**src/rtl/drkr_pkg.sv**
```systemverilog
`default_nettype none

package drkr_pkg;

    localparam logic [1:0] KIND_PASS  = 2'd0;
    localparam logic [1:0] KIND_BLOCK = 2'd1;
    localparam logic [1:0] KIND_DONE  = 2'd2;
    localparam logic [1:0] KIND_FLUSH = 2'd3;

    localparam logic CFG_ENABLE  = 1'b0;
    localparam logic CFG_TIMEOUT = 1'b1;

    localparam logic [15:0] TIMEOUT_RESET = 16'd500;

    localparam logic REQ_KEY  = 1'b0;
    localparam logic REQ_TICK = 1'b1;

    localparam int KEY_COUNT = 64;

    // Request decoded by the front stage.
    typedef enum logic [2:0] {
        OP_PASS,
        OP_TICK,
        OP_PRESS,
        OP_RELEASE,
        OP_HELD
    } op_t;

    typedef struct packed {
        op_t         op;
        logic [5:0]  sw_addr;
        logic        is_dual_role;
        logic [31:0] deadline;
        logic [31:0] now_ms;
    } cmd_t;

endpackage

`default_nettype wire

```
**src/rtl/drkr_front.sv**
```systemverilog
`default_nettype none

module drkr_front
    import drkr_pkg::*;
(
    input  wire logic        aclk,
    input  wire logic        aresetn,
    input  wire logic        enable,
    input  wire logic [15:0] timeout_ms,
    input  wire logic        in_valid,
    output logic             in_ready,
    input  wire logic        req_type,
    input  wire logic [5:0]  sw_addr,
    input  wire logic        is_dual_role,
    input  wire logic        pressed_now,
    input  wire logic        pressed_before,
    input  wire logic        injected,
    input  wire logic [31:0] now_ms,
    output logic             cmd_valid,
    input  wire logic        cmd_ready,
    output cmd_t             cmd
);

    cmd_t cmd_reg;
    logic valid_reg;
    op_t  op;

    always_comb begin
        if (req_type == REQ_TICK) begin
            op = OP_TICK;
        end else if (!enable || injected || (!pressed_now && !pressed_before)) begin
            op = OP_PASS;
        end else if (pressed_now && !pressed_before) begin
            op = OP_PRESS;
        end else if (!pressed_now) begin
            op = OP_RELEASE;
        end else begin
            op = OP_HELD;
        end
    end

    assign in_ready  = !valid_reg || cmd_ready;
    assign cmd_valid = valid_reg;
    assign cmd       = cmd_reg;

    always_ff @(posedge aclk) begin
        if (!aresetn) begin
            valid_reg <= 1'b0;
        end else if (in_ready) begin
            valid_reg <= in_valid;
        end
        if (in_valid && in_ready) begin
            cmd_reg.op           <= op;
            cmd_reg.sw_addr      <= sw_addr;
            cmd_reg.is_dual_role <= is_dual_role;
            cmd_reg.deadline     <= now_ms + {16'd0, timeout_ms};
            cmd_reg.now_ms       <= now_ms;
        end
    end

endmodule

`default_nettype wire

```
**src/rtl/drkr_back.sv**
```systemverilog
`default_nettype none

module drkr_back
    import drkr_pkg::*;
#(
    parameter int QUEUE_DEPTH = 8
) (
    input  wire logic        aclk,
    input  wire logic        aresetn,
    input  wire logic        cmd_valid,
    output logic             cmd_ready,
    input  wire cmd_t        cmd,
    output logic             m_valid,
    input  wire logic        m_ready,
    output logic [1:0]       m_kind,
    output logic [5:0]       m_flush_addr,
    output logic             m_use_alternate,
    output logic             m_still_held,
    output logic             m_last
);

    localparam int QW = (QUEUE_DEPTH > 1) ? $clog2(QUEUE_DEPTH) : 1;
    localparam int CW = $clog2(QUEUE_DEPTH + 1);

    typedef enum logic [2:0] {
        ST_IDLE,
        ST_SEARCH,
        ST_DECIDE,
        ST_EMIT,
        ST_VERDICT
    } state_t;

    state_t      state_reg;
    cmd_t        cur_reg;
    logic [5:0]  q_addr_reg  [QUEUE_DEPTH];
    logic [31:0] q_dl_reg    [QUEUE_DEPTH];
    logic        q_dual_reg  [QUEUE_DEPTH];
    logic [CW-1:0] count_reg;
    logic [KEY_COUNT-1:0] role_reg;
    logic [CW-1:0] idx_reg;
    logic          found_reg;
    logic [CW-1:0] pos_reg;
    logic          full_phase_reg;
    logic          mode_alt_reg;
    logic          mode_held_reg;
    logic [1:0]    ok_reg;
    logic          oalt_reg;

    logic          outv_reg;
    logic [1:0]    okind_reg;
    logic [5:0]    oaddr_reg;
    logic          oalt_o_reg;
    logic          oheld_reg;
    logic          olast_reg;

    logic          out_free;
    logic          out_load;
    logic [31:0]   diff;
    logic          role_hit;
    logic [QW-1:0] idx_lo;

    assign out_free  = !outv_reg || m_ready;
    assign out_load  = out_free && (state_reg inside {ST_EMIT, ST_VERDICT});
    assign cmd_ready = (state_reg == ST_IDLE);
    assign diff      = cur_reg.now_ms - q_dl_reg[0];
    assign idx_lo    = idx_reg[QW-1:0];
    assign role_hit  = role_reg[cur_reg.sw_addr];

    assign m_valid         = outv_reg;
    assign m_kind          = okind_reg;
    assign m_flush_addr    = oaddr_reg;
    assign m_use_alternate = oalt_o_reg;
    assign m_still_held    = oheld_reg;
    assign m_last          = olast_reg;

    always_ff @(posedge aclk) begin
        if (!aresetn) begin
            state_reg <= ST_IDLE;
            count_reg <= '0;
            role_reg  <= '0;
            outv_reg  <= 1'b0;
        end else begin
            if (out_load) begin
                outv_reg <= 1'b1;
            end else if (m_ready) begin
                outv_reg <= 1'b0;
            end
            case (state_reg)
                ST_IDLE: begin
                    if (cmd_valid) begin
                        cur_reg        <= cmd;
                        idx_reg        <= '0;
                        found_reg      <= 1'b0;
                        full_phase_reg <= 1'b0;
                        oalt_reg       <= 1'b0;
                        case (cmd.op)
                            OP_RELEASE, OP_HELD: state_reg <= ST_SEARCH;
                            default:             state_reg <= ST_DECIDE;
                        endcase
                    end
                end
                ST_SEARCH: begin
                    if (idx_reg == count_reg) begin
                        state_reg <= ST_DECIDE;
                    end else if (q_addr_reg[idx_lo] == cur_reg.sw_addr) begin
                        found_reg <= 1'b1;
                        pos_reg   <= idx_reg;
                        state_reg <= ST_DECIDE;
                    end else begin
                        idx_reg <= idx_reg + 1'b1;
                    end
                end
                ST_DECIDE: begin
                    // pick next flush or the verdict
                    case (cur_reg.op)
                        OP_TICK: begin
                            ok_reg <= KIND_DONE;
                            if (count_reg != '0 && !q_dual_reg[0]) begin
                                mode_alt_reg <= 1'b0; mode_held_reg <= 1'b1;
                                state_reg <= ST_EMIT;
                            end else if (count_reg != '0 && diff != 32'd0 && !diff[31]) begin
                                mode_alt_reg <= 1'b1; mode_held_reg <= 1'b1;
                                state_reg <= ST_EMIT;
                            end else begin
                                state_reg <= ST_VERDICT;
                            end
                        end
                        OP_PRESS: begin
                            if (!full_phase_reg && count_reg == '0
                                && !cur_reg.is_dual_role) begin
                                ok_reg    <= KIND_PASS;
                                state_reg <= ST_VERDICT;
                            end else if (count_reg == CW'(QUEUE_DEPTH) && !full_phase_reg) begin
                                full_phase_reg <= 1'b1;
                                mode_alt_reg <= 1'b0; mode_held_reg <= 1'b1;
                                state_reg <= ST_EMIT;
                            end else if (full_phase_reg && count_reg != '0
                                         && !q_dual_reg[0]) begin
                                mode_alt_reg <= 1'b0; mode_held_reg <= 1'b1;
                                state_reg <= ST_EMIT;
                            end else begin
                                q_addr_reg[count_reg[QW-1:0]] <= cur_reg.sw_addr;
                                q_dl_reg[count_reg[QW-1:0]]   <= cur_reg.deadline;
                                q_dual_reg[count_reg[QW-1:0]] <= cur_reg.is_dual_role;
                                count_reg <= count_reg + 1'b1;
                                ok_reg    <= KIND_BLOCK;
                                state_reg <= ST_VERDICT;
                            end
                        end
                        OP_RELEASE: begin
                            ok_reg <= KIND_PASS;
                            if (found_reg) begin
                                mode_alt_reg  <= (pos_reg != '0);
                                mode_held_reg <= (pos_reg != '0);
                                state_reg <= ST_EMIT;
                            end else begin
                                state_reg <= ST_VERDICT;
                            end
                        end
                        OP_HELD: begin
                            if (found_reg) begin
                                ok_reg <= KIND_BLOCK;
                            end else begin
                                ok_reg   <= KIND_PASS;
                                oalt_reg <= cur_reg.is_dual_role && role_hit;
                            end
                            state_reg <= ST_VERDICT;
                        end
                        default: begin
                            ok_reg    <= KIND_PASS;
                            state_reg <= ST_VERDICT;
                        end
                    endcase
                end
                ST_EMIT: begin
                    if (out_free) begin
                        okind_reg  <= KIND_FLUSH;
                        oaddr_reg  <= q_addr_reg[0];
                        oalt_o_reg <= mode_alt_reg && q_dual_reg[0];
                        oheld_reg  <= mode_held_reg;
                        olast_reg  <= 1'b0;
                        if (q_dual_reg[0]) begin
                            role_reg[q_addr_reg[0]] <= mode_alt_reg;
                        end
                        for (int i = 0; i + 1 < QUEUE_DEPTH; i++) begin
                            q_addr_reg[i] <= q_addr_reg[i+1];
                            q_dl_reg[i]   <= q_dl_reg[i+1];
                            q_dual_reg[i] <= q_dual_reg[i+1];
                        end
                        count_reg <= count_reg - 1'b1;
                        if (cur_reg.op == OP_RELEASE) begin
                            if (pos_reg != '0) begin
                                pos_reg <= pos_reg - 1'b1;
                                mode_alt_reg  <= (pos_reg != CW'(1));
                                mode_held_reg <= (pos_reg != CW'(1));
                            end else begin
                                state_reg <= ST_VERDICT;
                            end
                        end else begin
                            state_reg <= ST_DECIDE;
                        end
                    end
                end
                ST_VERDICT: begin
                    if (out_free) begin
                        okind_reg  <= ok_reg;
                        oaddr_reg  <= 6'd0;
                        oalt_o_reg <= (ok_reg == KIND_PASS) && oalt_reg;
                        oheld_reg  <= 1'b0;
                        olast_reg  <= 1'b1;
                        state_reg  <= ST_IDLE;
                    end
                end
                default: state_reg <= ST_IDLE;
            endcase
        end
    end

endmodule

`default_nettype wire

```
**src/rtl/dual_role_key_resolver.sv**
```systemverilog
// From accept to verdict a request passes the front register and the back end's IDLE,
//   DECIDE and VERDICT states; a release or held event first searches the queue one
//   entry at a time, each flush record passes through EMIT, and output stalls add to it.
// The back end takes one item at a time; its time per item is set by the sequential
//   queue search and by the flush records, one per step.
// Reset: synchronous active low; queue empty, all roles primary, enable 1, timeout 500.
`default_nettype none

module dual_role_key_resolver
    import drkr_pkg::*;
#(
    parameter int QUEUE_DEPTH = 8
) (
    input  wire logic        aclk,
    input  wire logic        aresetn,
    input  wire logic        cfg_we,
    input  wire logic        cfg_index,
    input  wire logic [15:0] cfg_data,
    input  wire logic        s_valid,
    output logic             s_ready,
    input  wire logic        s_req_type,
    input  wire logic [5:0]  s_sw_addr,
    input  wire logic        s_is_dual_role,
    input  wire logic        s_pressed_now,
    input  wire logic        s_pressed_before,
    input  wire logic        s_injected,
    input  wire logic [31:0] s_now_ms,
    output logic             m_valid,
    input  wire logic        m_ready,
    output logic [1:0]       m_kind,
    output logic [5:0]       m_flush_addr,
    output logic             m_use_alternate,
    output logic             m_still_held,
    output logic             m_last
);

    logic        enable_reg;
    logic [15:0] timeout_reg;
    logic        cmd_valid;
    logic        cmd_ready;
    cmd_t        cmd;

    always_ff @(posedge aclk) begin
        if (!aresetn) begin
            enable_reg  <= 1'b1;
            timeout_reg <= TIMEOUT_RESET;
        end else if (cfg_we) begin
            case (cfg_index)
                CFG_ENABLE:  enable_reg  <= cfg_data[0];
                CFG_TIMEOUT: timeout_reg <= cfg_data;
                default: ;
            endcase
        end
    end

    drkr_front u_front (
        .aclk(aclk), .aresetn(aresetn),
        .enable(enable_reg), .timeout_ms(timeout_reg),
        .in_valid(s_valid), .in_ready(s_ready),
        .req_type(s_req_type), .sw_addr(s_sw_addr),
        .is_dual_role(s_is_dual_role), .pressed_now(s_pressed_now),
        .pressed_before(s_pressed_before), .injected(s_injected),
        .now_ms(s_now_ms),
        .cmd_valid(cmd_valid), .cmd_ready(cmd_ready), .cmd(cmd)
    );

    drkr_back #(.QUEUE_DEPTH(QUEUE_DEPTH)) u_back (
        .aclk(aclk), .aresetn(aresetn),
        .cmd_valid(cmd_valid), .cmd_ready(cmd_ready), .cmd(cmd),
        .m_valid(m_valid), .m_ready(m_ready), .m_kind(m_kind),
        .m_flush_addr(m_flush_addr), .m_use_alternate(m_use_alternate),
        .m_still_held(m_still_held), .m_last(m_last)
    );

endmodule

`default_nettype wire

```
**config.mk**
```make
export PLATFORM = sky130hd
export DESIGN_NAME = dual_role_key_resolver
export DESIGN_NICKNAME = d
export VERILOG_FILES = /design/src/rtl/drkr_pkg.sv /design/src/rtl/drkr_front.sv /design/src/rtl/drkr_back.sv /design/src/rtl/dual_role_key_resolver.sv
export SDC_FILE = /design/constraint.sdc
export NUM_CORES = 1
export LEC_CHECK = 0
export BUFFER_PORTS_ARGS = -buffer_cell sky130_fd_sc_hd__buf_4
export CORE_ASPECT_RATIO = 0.9
export CORE_MARGIN = 2
export CORE_UTILIZATION = 50
export CTS_CLUSTER_DIAMETER = 40
export DETAILED_ROUTE_END_ITERATION = 8
export PLACE_DENSITY_LB_ADDON = 0.25
export SETUP_SLACK_MARGIN = 0.3
export SYNTH_ARGS = -nofsm -noshare
export SYNTH_HDL_FRONTEND = slang
export SYNTH_SLANG_ARGS = --single-unit
export TNS_END_PERCENT = 5
```
**constraint.sdc**
```tcl
create_clock -name aclk -period 16 [get_ports aclk]
set_clock_uncertainty 0.15 [all_clocks]
set_input_delay 4.8 -clock aclk [delete_from_list [all_inputs] [get_ports aclk]]
set_output_delay 4.8 -clock aclk [all_outputs]
set_load 0.02 [all_outputs]
```
==> impl_metrics.ini <==
[power_and_ir_drop]
power_density_nw_per_um2 = 132
power_mw = 3.95
seqPwrFrac = 0.454
vdd_drop_max_mv = 0.105
p_switching_mw = 0.954
p_clk_frac = 0.443
p_leak_nw = 11.6
sw_frac_of_total = 0.241
power.internal_mw = 3.00
pwr-share-comb = 0.103

[placed_design]
dp_hpwl_mm = 35.6
place_inst = 2713
globalplace.congestion = 0.911
place.port_buffers = 77

[layout]
finalCoreUtilization = 0.580
fin_cells = 2851
nFillCells = 4144
nets = 2223
n_antenna_cell = 0
areaGrowthSynthToFinish_pct = 14.2
drive_gt1_frac = 0.137
largest_register_ffs = 256

[yosys]
yosysTopAreaCell = edfxtp_1
syn_inst = 2081
ys_ff_latch = 579
ys_async_sr_fraction = 0
synthDominantCellAreaShare = 0.555
syn-num-nets = 2201
synth_edf_count = 486
synth_area_leaders = edfxtp_1 55%, a21o_1 8.2%, dfxtp_1 7.1%
synth.most_common_cell = edfxtp_1
synth.distinct_cells = 85
syn-cell-area_um2 = 26300
yosysSeqAreaShare = 0.626
yosysWarnings = 0
ys.flop_type = edfxtp_1
avgSynthCellArea_um2 = 12.6
synth_commonest_cells = 486 x edfxtp_1, 287 x a21o_1, 171 x nand2_1, 133 x clkbuf_1, 114 x nor2_1

[sta]
tightestPinTransition_ps = 1100
finalMaxSlewViolations = 0
setup_violations = 0
min_period_ps = 7980
hold_violations = 0
min_period_over_period = 0.499
max_clock_freq_ghz = 0.125
relSlewSlack = 0.261
tns_ps = 0
rsz0062_at_grt = no

[clocking]
clock-sinks = 579
clkLatencyLatePin_ps = 610
cts.clk_slew.worst_paths_ps = 60
cts_resized = 0
cts_made_buffers = 76
ctsHoldBuffers = 0
cts-root-buf = clkbuf_16
tritoncts = yes
cts_post_setup_buffers_inserted = 0
clk_path_buf_depth = 3
ctsHtreeMaxLevel = 3

[grt]
grt_pass1_vias = 16674
grt_overflow = 0
grt_pass1_wl_mm = 90.3
grt_max_degree = 113
grtUsageTotal = 0.211
antenna_found_initial = 0

[floorplanning]
io_pins = 78
initial_utilization = 0.508
die_h_um = 222
rows = 79
die_w_um = 246
die_area_um2 = 54500
core_um2 = 51800

[critical_path]
worstPathMaxFanout = 98
endpoint_kind = flop
cp_common_cell = buf_4
max_stage_delay_ps = 740
crit_slowest_cell = and3_4
crit_type = input port to flop
cp_data_required_time_ps = 16190
cp.arrival_ps = 8170
path_cells = buf_4 > and3_4 > buf_4 > buf_4 > nor2b_1 > a21o_1
critPathLaunchType = input port

[drt]
routed_wl_mm = 56.9
via_per_inst = 5.79
dr.pass1.iters = 5
antenna_left = 0
routed-via-count = 16521
drc = 0
wire_per_inst_um = 19.9
drt-initial-drc-count = 1350

[outcome]
status = completed

[min_path]
min_path_type = flop to flop

[run]
maxCapViolCount = 0
layout make-up:
class	count	area, um2	area share
inverters	56	210	0.00700
repair buffers	94	706	0.0235
flip-flops and latches	579	16500	0.548
well taps	688	861	0.0287
multi-input cells	1296	9170	0.305
clock inverters	51	618	0.0206
clock buffers	87	2020	0.0671
power groups by stage:
stage               Clock [mW]  Combinational, mW  Sequential, mW
detailed placement           0              0.404            1.83
global placement             0              0.392            1.83
global route              1.84              0.449            1.80
floorplan                    0              0.313            1.80
CTS                       1.78              0.408            1.80
finish                    1.75              0.406            1.80
kinds of logic after synthesis:
logic type | count (synthesis) | synth area share
and+or+nand+nor | 512 | 0.0961
xor gates and xnor gates | 54 | 0.0180
AOI/OAI and AO/OA | 619 | 0.166
muxes | 56 | 0.0373
DFF | 579 | 0.626
buffers and inverters | 206 | 0.0299
adders and majority gates | 55 | 0.0270
per-stage QoR:
step	setup slack, ps	area, um2	hold slack [ps]
2_1_floorplan	4720	26300	250
3_3_place_gp	7540	27400	251
3_5_place_dp	7450	27400	255
4_1_cts	8040	30000	264
5_1_grt	7740	30000	268
6_report	8020	30000	256
per-layer routing:
| metal | GRT usage | up-vias | wire [um] |
|---|---|---|---|
| met5 | 0 | - | 0 |
| met4 | 0.0868 | 0 | 2040 |
| met3 | 0.0370 | 120 | 2350 |
| met2 | 0.354 | 405 | 28000 |
| met1 | 0.272 | 8225 | 24500 |
| li1 | - | 7771 | - |
cells in the final DEF (no fill, tap or decap), types with 6 or more instances in the layout:
cell type   instances
and3_1             18
o211ai_1           10
a211o_1             7
nand2b_1           19
nor2_1            114
mux2_2              6
a21oi_1            52
nand3b_1            6
a21boi_0           74
o21a_1             10
or3_1              14
mux4_2             33
clkbuf_1            7
inv_1              56
clkinv_2            7
dfxtp_1            93
a21o_1            287
o31a_1              6
nand3_1            25
mux2i_1            17
nor2b_1            66
edfxtp_1          486
xor2_1             15
nor3_1             20
and2_1              6
nand2_1           171
clkbuf_16          79
o21ai_0            97
a211oi_1            6
nand4_1            14
clkinvlp_4          7
xnor2_1            39
buf_4              94
ha_1               52
inv_6              14
bufinv_16          10
final timing paths:
check | from | endpoint | slack (ps) | cells after the start
max | aresetn | u_back.q_dl_reg[7][18] | 8020 | 6
min | u_front.cmd[58] | u_back.cur_reg[58] | 260 | 0
max reg2reg | u_back.state_reg[0] | u_back.q_dl_reg[7][18] | 11340 | 7
min reg2reg | u_front.cmd[58] | u_back.cur_reg[58] | 260 | 0
worst max-delay path: cells and delay by family:
family	cells	cell delay, ps
buffers and inverters	3	1990
AO/OA/AOI/OAI	1	240
AND/OR/NAND/NOR	2	1020
(Power assumes the default switching activity.)
